### src/sv/xe_pkg.sv
// shared types and character constants for the xml entity escaper
package xe_pkg;

    localparam int RUN_MAX     = 7;
    localparam int LEN_W       = $clog2(RUN_MAX + 1);
    localparam int QUEUE_DEPTH = 2;

    localparam logic [7:0] CH_AMP   = 8'h26;
    localparam logic [7:0] CH_QUOT  = 8'h22;
    localparam logic [7:0] CH_APOS  = 8'h27;
    localparam logic [7:0] CH_LT    = 8'h3C;
    localparam logic [7:0] CH_GT    = 8'h3E;
    localparam logic [7:0] CH_HASH  = 8'h23;
    localparam logic [7:0] CH_MINUS = 8'h2D;
    localparam logic [7:0] CH_SEMI  = 8'h3B;
    localparam logic [7:0] CH_ZERO  = 8'h30;
    localparam logic [7:0] CH_A     = 8'h61;
    localparam logic [7:0] CH_M     = 8'h6D;
    localparam logic [7:0] CH_P     = 8'h70;
    localparam logic [7:0] CH_Q     = 8'h71;
    localparam logic [7:0] CH_U     = 8'h75;
    localparam logic [7:0] CH_O     = 8'h6F;
    localparam logic [7:0] CH_S     = 8'h73;
    localparam logic [7:0] CH_T     = 8'h74;
    localparam logic [7:0] CH_L     = 8'h6C;
    localparam logic [7:0] CH_G     = 8'h67;

    localparam logic [7:0] PRINT_LO = 8'd32;
    localparam logic [7:0] PRINT_HI = 8'd126;

    typedef struct packed {
        logic [7:0] in_byte;
        logic       text_end;
    } in_t;

    typedef struct packed {
        logic [7:0] out_char;
        logic       run_last;
        logic       text_end_out;
    } out_t;

    typedef struct packed {
        logic [RUN_MAX-1:0][7:0] chars;
        logic [LEN_W-1:0]        len;
        logic                    text_end;
    } run_t;

endpackage

### src/sv/xe_front.sv
// front end: accepts a byte and builds its escaped run
module xe_front (
    input  logic          in_valid,
    output logic          in_ready,
    input  xe_pkg::in_t   in_data,
    input  logic          char_is_signed,
    input  logic          q_full,
    output logic          q_push,
    output xe_pkg::run_t  q_wdata
);
    import xe_pkg::*;

    logic [7:0]       b;
    logic             neg;
    logic [7:0]       mag;
    logic [1:0]       hund;
    logic [6:0]       rem;
    logic [14:0]      prod;
    logic [3:0]       tens;
    logic [7:0]       ones;
    logic [LEN_W-1:0] p;

    assign in_ready = !q_full;
    assign q_push   = in_valid && !q_full;
    assign b        = in_data.in_byte;

    // decimal digits of the magnitude, tens by reciprocal multiply
    always_comb
    begin
        neg = char_is_signed && b[7];
        mag = neg ? 8'(~b + 8'd1) : b;
        if (mag >= 8'd200)
        begin
            hund = 2'd2;
            rem  = 7'(mag - 8'd200);
        end
        else if (mag >= 8'd100)
        begin
            hund = 2'd1;
            rem  = 7'(mag - 8'd100);
        end
        else
        begin
            hund = 2'd0;
            rem  = mag[6:0];
        end
        prod = 15'(rem) * 15'd205;
        tens = prod[14:11];
        ones = 8'(rem) - {1'b0, tens, 3'b000} - {3'b000, tens, 1'b0};
    end

    always_comb
    begin
        q_wdata          = '0;
        q_wdata.text_end = in_data.text_end;
        p                = '0;
        unique case (b)
            CH_AMP:
            begin
                q_wdata.chars[0] = CH_AMP;
                q_wdata.chars[1] = CH_A;
                q_wdata.chars[2] = CH_M;
                q_wdata.chars[3] = CH_P;
                q_wdata.chars[4] = CH_SEMI;
                q_wdata.len      = LEN_W'(5);
            end
            CH_QUOT:
            begin
                q_wdata.chars[0] = CH_AMP;
                q_wdata.chars[1] = CH_Q;
                q_wdata.chars[2] = CH_U;
                q_wdata.chars[3] = CH_O;
                q_wdata.chars[4] = CH_T;
                q_wdata.chars[5] = CH_SEMI;
                q_wdata.len      = LEN_W'(6);
            end
            CH_APOS:
            begin
                q_wdata.chars[0] = CH_AMP;
                q_wdata.chars[1] = CH_A;
                q_wdata.chars[2] = CH_P;
                q_wdata.chars[3] = CH_O;
                q_wdata.chars[4] = CH_S;
                q_wdata.chars[5] = CH_SEMI;
                q_wdata.len      = LEN_W'(6);
            end
            CH_LT:
            begin
                q_wdata.chars[0] = CH_AMP;
                q_wdata.chars[1] = CH_L;
                q_wdata.chars[2] = CH_T;
                q_wdata.chars[3] = CH_SEMI;
                q_wdata.len      = LEN_W'(4);
            end
            CH_GT:
            begin
                q_wdata.chars[0] = CH_AMP;
                q_wdata.chars[1] = CH_G;
                q_wdata.chars[2] = CH_T;
                q_wdata.chars[3] = CH_SEMI;
                q_wdata.len      = LEN_W'(4);
            end
            default:
            begin
                if (b >= PRINT_LO && b <= PRINT_HI)
                begin
                    q_wdata.chars[0] = b;
                    q_wdata.len      = LEN_W'(1);
                end
                else
                begin
                    // numeric reference, no leading zeros
                    q_wdata.chars[0] = CH_AMP;
                    q_wdata.chars[1] = CH_HASH;
                    p = LEN_W'(2);
                    if (neg)
                    begin
                        q_wdata.chars[p] = CH_MINUS;
                        p = p + LEN_W'(1);
                    end
                    if (hund != 2'd0)
                    begin
                        q_wdata.chars[p] = CH_ZERO + 8'(hund);
                        p = p + LEN_W'(1);
                    end
                    if (hund != 2'd0 || tens != 4'd0)
                    begin
                        q_wdata.chars[p] = CH_ZERO + 8'(tens);
                        p = p + LEN_W'(1);
                    end
                    q_wdata.chars[p] = CH_ZERO + ones;
                    p = p + LEN_W'(1);
                    q_wdata.chars[p] = CH_SEMI;
                    q_wdata.len      = p + LEN_W'(1);
                end
            end
        endcase
    end

endmodule

### src/sv/xe_queue.sv
// short fifo of built runs between front and back
module xe_queue #(
    parameter int DEPTH = xe_pkg::QUEUE_DEPTH
) (
    input  logic          clk,
    input  logic          rst_n,
    input  logic          push,
    input  xe_pkg::run_t  wdata,
    output logic          full,
    input  logic          pop,
    output logic          valid,
    output xe_pkg::run_t  rdata
);
    import xe_pkg::*;

    localparam int PTR_W = $clog2(DEPTH);
    localparam int CNT_W = $clog2(DEPTH + 1);

    run_t             mem_reg [DEPTH];
    logic [PTR_W-1:0] wr_ptr_reg, wr_ptr_next;
    logic [PTR_W-1:0] rd_ptr_reg, rd_ptr_next;
    logic [CNT_W-1:0] count_reg, count_next;
    logic             do_push, do_pop;

    assign full    = count_reg == CNT_W'(DEPTH);
    assign valid   = count_reg != '0;
    assign rdata   = mem_reg[rd_ptr_reg];
    assign do_push = push && !full;
    assign do_pop  = pop && valid;

    always_comb
    begin
        wr_ptr_next = wr_ptr_reg;
        rd_ptr_next = rd_ptr_reg;
        count_next  = count_reg;
        if (do_push)
            wr_ptr_next = (wr_ptr_reg == PTR_W'(DEPTH - 1)) ? '0 : wr_ptr_reg + PTR_W'(1);
        if (do_pop)
            rd_ptr_next = (rd_ptr_reg == PTR_W'(DEPTH - 1)) ? '0 : rd_ptr_reg + PTR_W'(1);
        if (do_push && !do_pop)
            count_next = count_reg + CNT_W'(1);
        else if (do_pop && !do_push)
            count_next = count_reg - CNT_W'(1);
    end

    always_ff @(posedge clk or negedge rst_n)
    begin
        if (!rst_n)
        begin
            wr_ptr_reg <= '0;
            rd_ptr_reg <= '0;
            count_reg  <= '0;
        end
        else
        begin
            wr_ptr_reg <= wr_ptr_next;
            rd_ptr_reg <= rd_ptr_next;
            count_reg  <= count_next;
        end
    end

    always_ff @(posedge clk)
    begin
        if (do_push)
            mem_reg[wr_ptr_reg] <= wdata;
    end

endmodule

### src/sv/xe_back.sv
// back end: emits the current run one character per cycle while out_ready is high
module xe_back (
    input  logic          clk,
    input  logic          rst_n,
    input  logic          q_valid,
    input  xe_pkg::run_t  q_rdata,
    output logic          q_pop,
    output logic          out_valid,
    input  logic          out_ready,
    output xe_pkg::out_t  out_data
);
    import xe_pkg::*;

    localparam int POS_W = $clog2(RUN_MAX);

    run_t             run_reg, run_next;
    logic [POS_W-1:0] pos_reg, pos_next;
    logic             busy_reg, busy_next;
    logic             last, take, done, load;

    assign last      = pos_reg == POS_W'(run_reg.len - LEN_W'(1));
    assign out_valid = busy_reg;
    assign take      = busy_reg && out_ready;
    assign done      = take && last;
    // next run loads as the current one finishes, so single bytes stream
    assign load      = (!busy_reg || done) && q_valid;
    assign q_pop     = load;

    assign out_data.out_char     = run_reg.chars[pos_reg];
    assign out_data.run_last     = last;
    assign out_data.text_end_out = last && run_reg.text_end;

    always_comb
    begin
        run_next  = run_reg;
        pos_next  = pos_reg;
        busy_next = busy_reg;
        if (load)
        begin
            run_next  = q_rdata;
            pos_next  = '0;
            busy_next = 1'b1;
        end
        else if (done)
            busy_next = 1'b0;
        else if (take)
            pos_next = pos_reg + POS_W'(1);
    end

    always_ff @(posedge clk or negedge rst_n)
    begin
        if (!rst_n)
        begin
            busy_reg <= 1'b0;
            pos_reg  <= '0;
        end
        else
        begin
            busy_reg <= busy_next;
            pos_reg  <= pos_next;
        end
    end

    always_ff @(posedge clk)
    begin
        run_reg <= run_next;
    end

endmodule

### src/sv/xml_entity_escape.sv
// top level of the xml entity escaper
// Takes one text byte per request and returns its XML-escaped form one character per
// output request, with run_last on the final character of each byte's run and
// text_end_out copied onto that character. A printable byte passes through at one
// byte per cycle while out_ready holds; an escaped byte's run is four to seven
// characters long, and the back end emits one character per cycle while out_ready
// holds. A small queue of built runs (QUEUE_DEPTH deep) lets input continue while
// a run drains, and an accepted byte passes through the queue and then the back
// end's run register. char_is_signed (reset 1) makes bytes 128..255 print as negative
// decimals; write it only while the block is idle.
module xml_entity_escape #(
    parameter int QUEUE_DEPTH = xe_pkg::QUEUE_DEPTH
) (
    input  logic          clk,
    input  logic          rst_n,
    input  logic          in_valid,
    output logic          in_ready,
    input  xe_pkg::in_t   in_data,
    output logic          out_valid,
    input  logic          out_ready,
    output xe_pkg::out_t  out_data,
    input  logic          cfg_we,
    input  logic          cfg_wdata
);
    import xe_pkg::*;

    logic char_is_signed_reg;
    logic q_full, q_push, q_pop, q_valid;
    run_t q_wdata, q_rdata;

    always_ff @(posedge clk or negedge rst_n)
    begin
        if (!rst_n)
            char_is_signed_reg <= 1'b1;
        else if (cfg_we)
            char_is_signed_reg <= cfg_wdata;
    end

    xe_front u_front (
        .in_valid       (in_valid),
        .in_ready       (in_ready),
        .in_data        (in_data),
        .char_is_signed (char_is_signed_reg),
        .q_full         (q_full),
        .q_push         (q_push),
        .q_wdata        (q_wdata)
    );

    xe_queue #(
        .DEPTH (QUEUE_DEPTH)
    ) u_queue (
        .clk   (clk),
        .rst_n (rst_n),
        .push  (q_push),
        .wdata (q_wdata),
        .full  (q_full),
        .pop   (q_pop),
        .valid (q_valid),
        .rdata (q_rdata)
    );

    xe_back u_back (
        .clk       (clk),
        .rst_n     (rst_n),
        .q_valid   (q_valid),
        .q_rdata   (q_rdata),
        .q_pop     (q_pop),
        .out_valid (out_valid),
        .out_ready (out_ready),
        .out_data  (out_data)
    );

`ifndef ASSERT_OFF
    a_end_on_last: assert property (@(posedge clk) disable iff (!rst_n)
        out_valid && out_data.text_end_out |-> out_data.run_last)
        else $error("text end flagged on a character that is not the last of its run");

    a_no_early_semi: assert property (@(posedge clk) disable iff (!rst_n)
        out_valid && !out_data.run_last |-> out_data.out_char != CH_SEMI)
        else $error("semicolon emitted before the end of a run");

    a_request_kept: assert property (@(posedge clk) disable iff (!rst_n)
        in_valid && in_ready |=> q_valid || out_valid)
        else $error("accepted request vanished");
`endif

endmodule

### config.mk
export PLATFORM = sky130hd
export DESIGN_NAME = xml_entity_escape
export DESIGN_NICKNAME = d
export VERILOG_FILES = /design/src/sv/xe_pkg.sv /design/src/sv/xe_front.sv /design/src/sv/xe_queue.sv /design/src/sv/xe_back.sv /design/src/sv/xml_entity_escape.sv
export SDC_FILE = /design/constraint.sdc
export NUM_CORES = 1
export LEC_CHECK = 0
export BUFFER_PORTS_ARGS = -buffer_cell sky130_fd_sc_hd__buf_2
export CAP_MARGIN = 20
export CORE_MARGIN = 1
export CORE_UTILIZATION = 60
export DETAILED_ROUTE_END_ITERATION = 8
export GPL_ROUTABILITY_DRIVEN = 0
export HOLD_SLACK_MARGIN = 0.05
export PLACE_DENSITY = 0.77
export SYNTH_ARGS = -nofsm -noshare
export SYNTH_HDL_FRONTEND = slang
export SYNTH_SLANG_ARGS = --single-unit
### constraint.sdc
create_clock -name clk -period 17.7 [get_ports clk]
set_input_delay 3.54 -clock clk [delete_from_list [all_inputs] [get_ports clk]]
set_output_delay 3.54 -clock clk [all_outputs]
set_load 0.005 [all_outputs]
==> metrics, run 1 <==
commonest register cell after synthesis=edfxtp_1; cell types with the largest area share after synthesis=edfxtp_1 52%, ha_1 7.7%, mux2_2 7.1%, fa_1 2.2%, dfrtp_1 2.0%; Synth area leader=edfxtp_1; clock buffer count from CTS=17; largest delay contributor family on the critical path=compound AO/OA/AOI/OAI gates; number of antenna repair diodes=0; category of the worst setup path capture point=register; Hold WC Path Type=register to register; Synth-to-Final Area Change=9.35%; Seq. cell area=~0.0054 mm2; Clk pin slew, worst setup/hold paths=60 ps; number of flip-flops in the largest register=roughly 110; launching element type of the critical path=input pin; flop-to-flop setup slack=approximately 7000 ps; clock tree root driver cell=clkbuf_16; maximum level of the CTS H-tree=4; number of unique standard cell types used by synthesis=between 70 and 80; CP Buf/Inv Count=8; clock latency on the worst-skew pair=~430 ps; cell with the most instances after synthesis=edfxtp_1; Net count, final=886; data arrival time at the worst-slack endpoint=13710 ps; number of buffers added to fix hold violations after cts=0; number of I/O pins=27; Min-Delay Path Depth=1; max-capacitance violation count=0; Worst Hold Launch=u_queue.count_reg[1]; Post-Route Skew=approximately 6.3 ps; Critical Path RT=17800 ps; Crit Path Max Fanout=19; outcome=finished clean; number of slew-limit violations in the final report=0; DRC viols=0; area share of the largest cell type after synthesis=roughly half; slowest cell on the critical path=fa_1; largest net degree at the start of global routing=63; number of sinks handled by clock tree synthesis=between 150 and 200; Most common cell on crit path=inv_1; number of cells on the worst reg-to-reg path=34; reg-to-reg critical path startpoint=char_is_signed_reg; Total GRT Usage=a little over a quarter; vias post-DR=roughly 6600; FF+latch count, synth=180; Initial Utilization=between 60% and 70%; number of flops mapped to enable cells by yosys=between 150 and 200; proportion of layout cells with a drive suffix above 1=20.0%; end point of the most critical hold path=u_queue.count_reg[1]; number of buffer cells added on primary ports=26; Starting DRT DRC Count=roughly 650; headroom to the max-slew limit=21.1%; post-synthesis cell area=0.00994 mm2; filler cell count=approximately 1200; Final period util=76.9%; count of mapped cells out of synthesis=784; average cell area after synthesis=~13 um2; vias per cell=around 6.4; vias in the first global route=6530; sequential element share of the synthesized area=53.9%; critical path type=input pin to register; total die area=0.0171 mm2; Final Hold Viols=0; initial antenna violation count=0; wire length of the first global-routing pass=approximately 34000 um; final critical path time including I/O delays and setup=approximately 14000 ps; standard-cell rows=46; Achievable Freq=approximately 0.074 GHz; Worst R2R End=u_queue.mem_reg[0][22]; Remaining Overflow, GRT=0; area of the core=between 0.015 and 0.02 mm2; Chip Height=131 um; number of iterations in the first detailed-routing pass=6; total nets after synthesis=roughly 870; leading post-synthesis cells by instance count=171 x edfxtp_1, 63 x mux2_2, 61 x ha_1; Synth warnings=0; setup repair after global routing missed its margin=no; average wire per standard cell=between 20 and 25 um; total area of multi-input combinational cells=0.00424 mm2; number of gates resized after cts=0; number of nets still failing antenna checks after routing=0; setup TNS=0 ps; total wire length=21500 um; Post-CTS Setup Repair Bufs=0; horizontal die dimension=131 um; delay of the slowest cell on the worst path=around 890 ps; # setup viols final=0; Longest Clk Path Bufs=2; CTS tree=built; async set-or-reset flop fraction in the synthesized netlist=5.00%; measured slew at the worst slew-check pin=between 1000 and 1500 ps; half-perimeter wire length after detailed placement=15000 um
cells by family after synthesis:
| family | count (synthesis) | synth area share [%] |
|---|---|---|
| fa+ha+maj | 72 | 9.90 |
| flops | 180 | 53.9 |
| compound gates | 140 | 9.71 |
| xor+xnor | 28 | 2.54 |
| simple gates | 187 | 9.53 |
| buf+inv | 89 | 3.59 |
| mux | 88 | 10.8 |
worst max path at each step:
stage	startpoint	to	cells after the start	slack [ps]
finish	in_data[1]	u_queue.mem_reg[0][22]	36	4100
global route	in_data[1]	u_queue.mem_reg[1][22]	36	3570
CTS	in_data[1]	u_queue.mem_reg[0][22]	36	4360
detailed placement	in_data[1]	u_queue.mem_reg[0][22]	36	3940
global placement	in_data[1]	u_queue.mem_reg[0][23]	36	4540
floorplan	in_data[1]	u_queue.mem_reg[0][21]	37	5680
worst reg2reg max path, delay by kind of cell (launching register included):
family                   cells  cell delay [ps]
AO/OA/AOI/OAI               12             3030
XOR/XNOR                     2              380
adder cells (fa/ha/maj)      5             2380
buffers and inverters        7             1110
flip-flops                   1              630
multiplexers                 1              890
AND/OR/NAND/NOR              7             1800
through the flow:
stage / cells / hold slack (ps) / setup slack, ps / utilization (%) / cell area [um2]
2_1_floorplan: 784 / 461 / 5680 / - / 9940
3_3_place_gp: 995 / 482 / 4540 / 64.1 / 10300
3_5_place_dp: 995 / 491 / 3940 / 64.1 / 10300
4_1_cts: 1027 / 501 / 4360 / 67.9 / 10900
5_1_grt: 1028 / 531 / 3570 / 67.9 / 10900
6_report: 1028 / 497 / 4100 / 67.9 / 10900
placed cells by master (no fill, tap or decap), types with 15 or more instances in the layout:
master,instances
nand3_1,19
buf_2,26
inv_1,48
edfxtp_1,171
xnor2_1,18
clkbuf_16,17
o21ai_0,29
ha_1,61
mux2_2,63
nor2_1,47
nor3_1,15
a21oi_1,29
mux2i_1,16
nand2_1,45
routing by layer:
layer | vias up | share of wire, % | track usage (%)
li1 | 2967 | - | -
met1 | 3208 | 42 | 35.1
met2 | 314 | 49 | 45.3
met3 | 62 | 5.8 | 4.44
met4 | 0 | 2.6 | 10.8
met5 | - | 0 | 0
area by class of cell:
class | count | share of cell area [%]
Tap cell | 216 | 2.49
Timing Repair Buffer | 36 | 1.89
Multi-Input combinational cell | 515 | 39.0
Sequential cell | 180 | 49.3
Inverter | 49 | 1.69
Clock buffer | 18 | 3.95
Clock inverter | 14 | 1.62
Power of run 1 is not shown: default switching activity piles up to over one toggle a cycle in this logic, so the estimate is an artifact.
==> run 2, diff against run 1 <==
--- a/config.mk
+++ b/config.mk
@@ -8,7 +8,7 @@
 export BUFFER_PORTS_ARGS = -buffer_cell sky130_fd_sc_hd__buf_2
 export CAP_MARGIN = 20
 export CORE_MARGIN = 1
-export CORE_UTILIZATION = 60
+export CORE_UTILIZATION = 57
 export DETAILED_ROUTE_END_ITERATION = 8
 export GPL_ROUTABILITY_DRIVEN = 0
 export HOLD_SLACK_MARGIN = 0.05
==> constraint.sdc (replaced) <==
create_clock -name clk -period 12.5 [get_ports clk]
set_input_delay 2.5 -clock clk [delete_from_list [all_inputs] [get_ports clk]]
set_output_delay 2.5 -clock clk [all_outputs]
set_load 0.005 [all_outputs]
==> metrics, run 2 (same netlist as run 1, synthesis figures left out) <==
area of the core=0.0168 mm2 (+5.1%); vias per cell=6.33 (-0.64%); Final period util=93.4%; initial antenna violation count=0 (unchanged); Initial Utilization=59.1% (-3.0 points); commonest non-fill, non-tap cell in the layout=edfxtp_1; number of buffer cells added on primary ports=26 (unchanged); largest delay contributor family on the critical path=compound AO/OA/AOI/OAI gates; Final Hold Viols=0 (unchanged); Achievable Freq=between 0.08 and 0.09 GHz; final critical path time including I/O delays and setup=roughly 12000 ps; number of nets still failing antenna checks after routing=0 (unchanged); critical path type=input pin to register; headroom to the max-slew limit=36.1% (+15 points); horizontal die dimension=134 um (+2.6%); setup repair after global routing missed its margin=no; Post-Route Skew=10.5 ps (+4.13 ps); Chip Height=134 um (+2.6%); outcome=finished clean; clock latency on the worst-skew pair=440 ps (about the same); maximum level of the CTS H-tree=4 (unchanged); Longest Clk Path Bufs=2 (unchanged); number of I/O pins=27 (unchanged); CTS tree=built; total wire length=21600 um (+0.48%); average wire per standard cell=20.9 um (about the same); number of sinks handled by clock tree synthesis=180 (unchanged); number of buffers added to fix hold violations after cts=0 (unchanged); number of flip-flops in the largest register=114 (unchanged); number of iterations in the first detailed-routing pass=5 (-1); largest net degree at the start of global routing=63 (unchanged); leading cell types in the layout, fill and taps excluded=171 x edfxtp_1, 63 x mux2_2, 61 x ha_1; Clk pin slew, worst setup/hold paths=70 ps (about the same); total die area=0.0180 mm2 (+5.2%); number of slew-limit violations in the final report=0 (unchanged); Total GRT Usage=25.2% (-1.8 points); clock buffer count from CTS=17 (unchanged); Hold WC Path Type=register to register; wire length of the first global-routing pass=34200 um (+0.28%); DRC viols=0 (unchanged); clock tree root driver cell=clkbuf_16; Synth-to-Final Area Change=10.1%; Remaining Overflow, GRT=0 (unchanged); Starting DRT DRC Count=606 (-6.9%); number of gates resized after cts=0 (unchanged); measured slew at the worst slew-check pin=948 ps (-202 ps); Critical Path RT=12660 ps (-5140 ps); Net count, final=888 (+0.23%); max-capacitance violation count=0 (unchanged); slowest cell on the critical path=mux2i_1; Post-CTS Setup Repair Bufs=0 (unchanged); proportion of layout cells with a drive suffix above 1=20.3% (+0.32 points); vias post-DR=6547 (-0.061%); setup TNS=0 ps (unchanged); data arrival time at the worst-slack endpoint=11840 ps (-1870 ps); launching element type of the critical path=input pin; number of antenna repair diodes=0 (unchanged); vias in the first global route=6399 (-2.0%); # setup viols final=0 (unchanged); CP Buf/Inv Count=8 (unchanged); delay of the slowest cell on the worst path=630 ps (-260 ps); half-perimeter wire length after detailed placement=14900 um (-0.79%); Crit Path Max Fanout=13 (-6); category of the worst setup path capture point=register; standard-cell rows=47 (+2.2%)
==> run 2: cell types whose count changed in the layout (fill, tap and decap cells not counted), moves of 2 or more <==
cell | before | now
clkinv_4 | 4 | 1
bufinv_16 | 3 | 5
inv_8 | 0 | 2
inv_6 | 3 | 6
buf_4 | 10 | 12
clkinvlp_4 | 2 | 0
==> run 2: worst paths after layout <==
check / start / end / slack (ps) / depth (start not counted)
min: u_queue.count_reg[1] / u_queue.count_reg[1] / 510 / 1
max: in_data[1] / u_queue.mem_reg[0][28] / 820 / 35
min in group asynchronous: rst_n / u_queue.count_reg[0] / 1930 / 1
min reg2reg: u_queue.count_reg[1] / u_queue.count_reg[1] / 510 / 1
max reg2reg: char_is_signed_reg / u_queue.mem_reg[0][28] / 2900 / 33
max in group asynchronous: rst_n / char_is_signed_reg / 10310 / 1
==> run 2: layout make-up <==
class,instances,area (um2)
multi-input cells,515,4240
repair buffers,38,220
clock inverters,15,239
flip-flops and latches,180,5360
well taps,220,275
clock buffers,17,425
inverters,49,184
fillers,1235,5870
==> run 2: worst reg2reg max path, delay by kind of cell (launching register included) <==
| kind | cells | cell delay, ps |
|---|---|---|
| simple gates | 7 | 1550 |
| xor+xnor | 2 | 370 |
| compound gates | 11 | 2920 |
| buf+inv | 7 | 1080 |
| mux | 1 | 630 |
| fa+ha+maj | 5 | 2120 |
| flops | 1 | 640 |
==> run 2: metal layers <==
metal	track usage [%]	vias up	part of all wire, %
met2	40.9	308	49
met4	11.2	0	3.2
met1	33.3	3210	42
li1	-	2972	-
met5	0	-	0
met3	4.31	57	5.8
==> run 2: through the flow <==
step | cells | utilization (%) | worst slack [ps] | hold WS (ps) | instance area, um2
6_report | 1034 | 65.1 | 821 | 508 | 10900
5_1_grt | 1034 | 65.1 | 247 | 554 | 10900
4_1_cts | 1034 | 65.1 | 905 | 502 | 10900
3_5_place_dp | 1002 | 61.1 | 480 | 492 | 10300
3_3_place_gp | 1002 | 61.1 | 719 | 481 | 10300
2_1_floorplan | 784 | - | 1520 | 461 | 9940
Power of run 2 is left out for the same reason.
==> run 3, diff against run 2 <==
--- a/config.mk
+++ b/config.mk
@@ -8,11 +8,12 @@
 export BUFFER_PORTS_ARGS = -buffer_cell sky130_fd_sc_hd__buf_2
 export CAP_MARGIN = 20
 export CORE_MARGIN = 1
-export CORE_UTILIZATION = 57
+export CORE_UTILIZATION = 60
 export DETAILED_ROUTE_END_ITERATION = 8
 export GPL_ROUTABILITY_DRIVEN = 0
 export HOLD_SLACK_MARGIN = 0.05
 export PLACE_DENSITY = 0.77
 export SYNTH_ARGS = -nofsm -noshare
 export SYNTH_HDL_FRONTEND = slang
+export SYNTH_HIERARCHICAL = 1
 export SYNTH_SLANG_ARGS = --single-unit
==> constraint.sdc (replaced) <==
create_clock -name clk -period 13.9 [get_ports clk]
set_input_delay 2.78 -clock clk [delete_from_list [all_inputs] [get_ports clk]]
set_output_delay 2.78 -clock clk [all_outputs]
set_load 0.005 [all_outputs]
==> metrics, run 3 <==
worst hold margin=501 ps (-7.13 ps); initial antenna violation count=0 (unchanged); slowest cell on the critical path=fa_1; number of gates resized after cts=0 (unchanged); post-synthesis cell area=0.0109 mm2 (+10%); area of the core=0.0179 mm2 (+6.4%); number of sinks handled by clock tree synthesis=189 (+5.0%); clock latency on the worst-skew pair=420 ps (-20 ps); number of buffers added to fix hold violations after cts=0 (unchanged); Critical Path RT=13990 ps (+1330 ps); cell area after layout=0.0117 mm2 (+7.1%); data arrival time at the worst-slack endpoint=13040 ps (+1200 ps); average cell area after synthesis=13.0 um2 (+2.8%); category of the worst setup path capture point=register; number of nets still failing antenna checks after routing=0 (unchanged); number of unique standard cell types used by synthesis=91 (+20%); Remaining Overflow, GRT=0 (unchanged); Synth area leader=edfxtp_1; number of I/O pins=27 (unchanged); Synth-to-Final Area Change=7.16%; number of flip-flops in the largest register=120 (+5.3%); Most common cell on crit path=inv_1; maximum level of the CTS H-tree=4 (unchanged); half-perimeter wire length after detailed placement=16400 um (+10%); standard-cell rows=49 (+4.3%); Total GRT Usage=26.2% (+1.1 points); total die area=0.0188 mm2 (+4.5%); proportion of layout cells with a drive suffix above 1=20.0% (-0.32 points); Net count, final=939 (+5.7%); cell area after placement=0.0111 mm2 (+8.3%); setup repair after global routing missed its margin=no; total nets after synthesis=924 (+6.1%); CTS tree=built; largest net degree at the start of global routing=61 (-3.2%); Initial Utilization=61.1% (+2.0 points); leading post-synthesis cells by instance count=180 x edfxtp_1, 60 x mux2_4, 58 x ha_1, 58 x nand2_1; area share of the largest cell type after synthesis=49.4% (-2.2 points); commonest register cell after synthesis=edfxtp_1; # setup viols final=0 (unchanged); pre-CTS worst setup slack=786 ps (+306 ps); outcome=finished clean; setup TNS=0 ps (unchanged); vias post-DR=6921 (+5.7%); Post-Route Skew=15.3 ps (+4.81 ps); cell types with the largest area share after synthesis=edfxtp_1 49%, mux2_4 8.2%, ha_1 6.6%, fa_1 2.2%, o21ai_0 2.2%; adder-cell share of the synthesized area=8.83% (-1.1 points); Synth warnings=6 (+6); Seq. cell area=0.00564 mm2 (+5.1%); combinational family with the most area after synthesis=multiplexers; total area of multi-input combinational cells=0.00481 mm2 (+13%); number of slew-limit violations in the final report=0 (unchanged); headroom to the max-slew limit=26.4% (-9.7 points); number of iterations in the first detailed-routing pass=6 (+1); setup ws final=954 ps (+133 ps); leading cell types in the layout, fill and taps excluded=180 x edfxtp_1, 60 x mux2_4, 58 x ha_1; delay of the slowest cell on the worst path=980 ps (+350 ps); measured slew at the worst slew-check pin=1100 ps (+156 ps); horizontal die dimension=137 um (+2.2%); critical path type=input pin to register; FF+latch count, synth=189 (+5.0%); flop-to-flop setup slack=3530 ps (+630 ps); cell with the most instances after synthesis=edfxtp_1; clock buffer count from CTS=17 (unchanged); number of antenna repair diodes=0 (unchanged); Final Hold Viols=0 (unchanged); async set-or-reset flop fraction in the synthesized netlist=4.76% (-0.24 points); Hold WC Path Type=register to register; portion of netlist area occupied by mux cells=12.1% (+1.3 points); Starting DRT DRC Count=862 (+42%); DRC viols=0 (unchanged); Final period util=slightly above 90%; vias in the first global route=6983 (+9.1%); number of buffer cells added on primary ports=26 (unchanged); clock tree root driver cell=clkbuf_16; Longest Clk Path Bufs=2 (unchanged); sequential element share of the synthesized area=51.5% (-2.5 points); final critical path time including I/O delays and setup=12950 ps; vias per cell=6.31 (-0.27%); max-capacitance violation count=0 (unchanged); number of flops mapped to enable cells by yosys=180 (+5.3%); commonest non-fill, non-tap cell in the layout=edfxtp_1; average wire per standard cell=21.3 um (+2.1%); filler cell count=1278 (+3.5%); Post-CTS Setup Repair Bufs=0 (unchanged); wire length of the first global-routing pass=36700 um (+7.5%); simple-gate portion of the synthesized area=8.71% (-0.82 points); Achievable Freq=between 0.07 and 0.08 GHz; fraction of the mapped netlist area in compound gates=11.1% (+1.4 points); Clk pin slew, worst setup/hold paths=70 ps (about the same); Chip Height=137 um (+2.2%); total wire length=23400 um (+8.2%); synthesized-area fraction occupied by xor and xnor cells=3.15% (+0.60 points); count of mapped cells out of synthesis=839 (+7.0%); launching element type of the critical path=input pin; Crit Path Max Fanout=21 (+8)
-- run 3: cell types whose count changed after synthesis, moves of 9 or more --
cell and delta:
mux2_2 -61, a21oi_1 +10, mux2_4 +60, edfxtp_1 +9, clkbuf_1 -13, nand2_1 +13, o21ai_0 +19
-- run 3: final timing paths --
kind,startpoint,to,cells past startpoint
max,in_data[1],u_queue/mem_reg[1][22],36
min,u_queue/count_reg[1],u_queue/count_reg[1],1
max reg2reg,char_is_signed_reg,u_queue/mem_reg[1][22],33
min reg2reg,u_queue/count_reg[1],u_queue/count_reg[1],1
max in group asynchronous,rst_n,char_is_signed_reg,1
min in group asynchronous,rst_n,u_back/pos_reg[1],1
-- run 3: kinds of logic after synthesis --
logic type	after synthesis
simple gates	193
buf+inv	95
mux	89
compound gates	171
fa+ha+maj	70
flops	189
xor+xnor	32
-- run 3: critical path: cells and delay by family --
kind | cells | cell delay [ps]
AOI/OAI and AO/OA | 11 | 3610
xor gates and xnor gates | 3 | 800
adders and majority gates | 8 | 3630
buffers and inverters | 9 | 1480
and+or+nand+nor | 5 | 670
-- run 3: routing by layer --
layer	vias up	wire [um]	GRT usage, %
met3	60	1370	3.85
met1	3371	9530	33.1
met5	-	0	0
li1	3142	-	-
met4	0	671	9.89
met2	348	11800	45.5
-- run 3: final cells by class --
| class | count | area share, % |
|---|---|---|
| Inverter | 57 | 1.87 |
| Tap cell | 229 | 2.44 |
| Multi-Input combinational cell | 555 | 41.0 |
| Sequential cell | 189 | 48.1 |
| Timing Repair Buffer | 34 | 1.62 |
| Clock inverter | 11 | 1.12 |
| Clock buffer | 21 | 3.84 |
-- run 3: through the flow --
step	utilization [%]	instances
2_1_floorplan	-	839
3_5_place_dp	62.2	1064
5_1_grt	65.5	1096
3_3_place_gp	62.2	1064
4_1_cts	65.5	1096
6_report	65.5	1096
Power of run 3 is left out for the same reason.
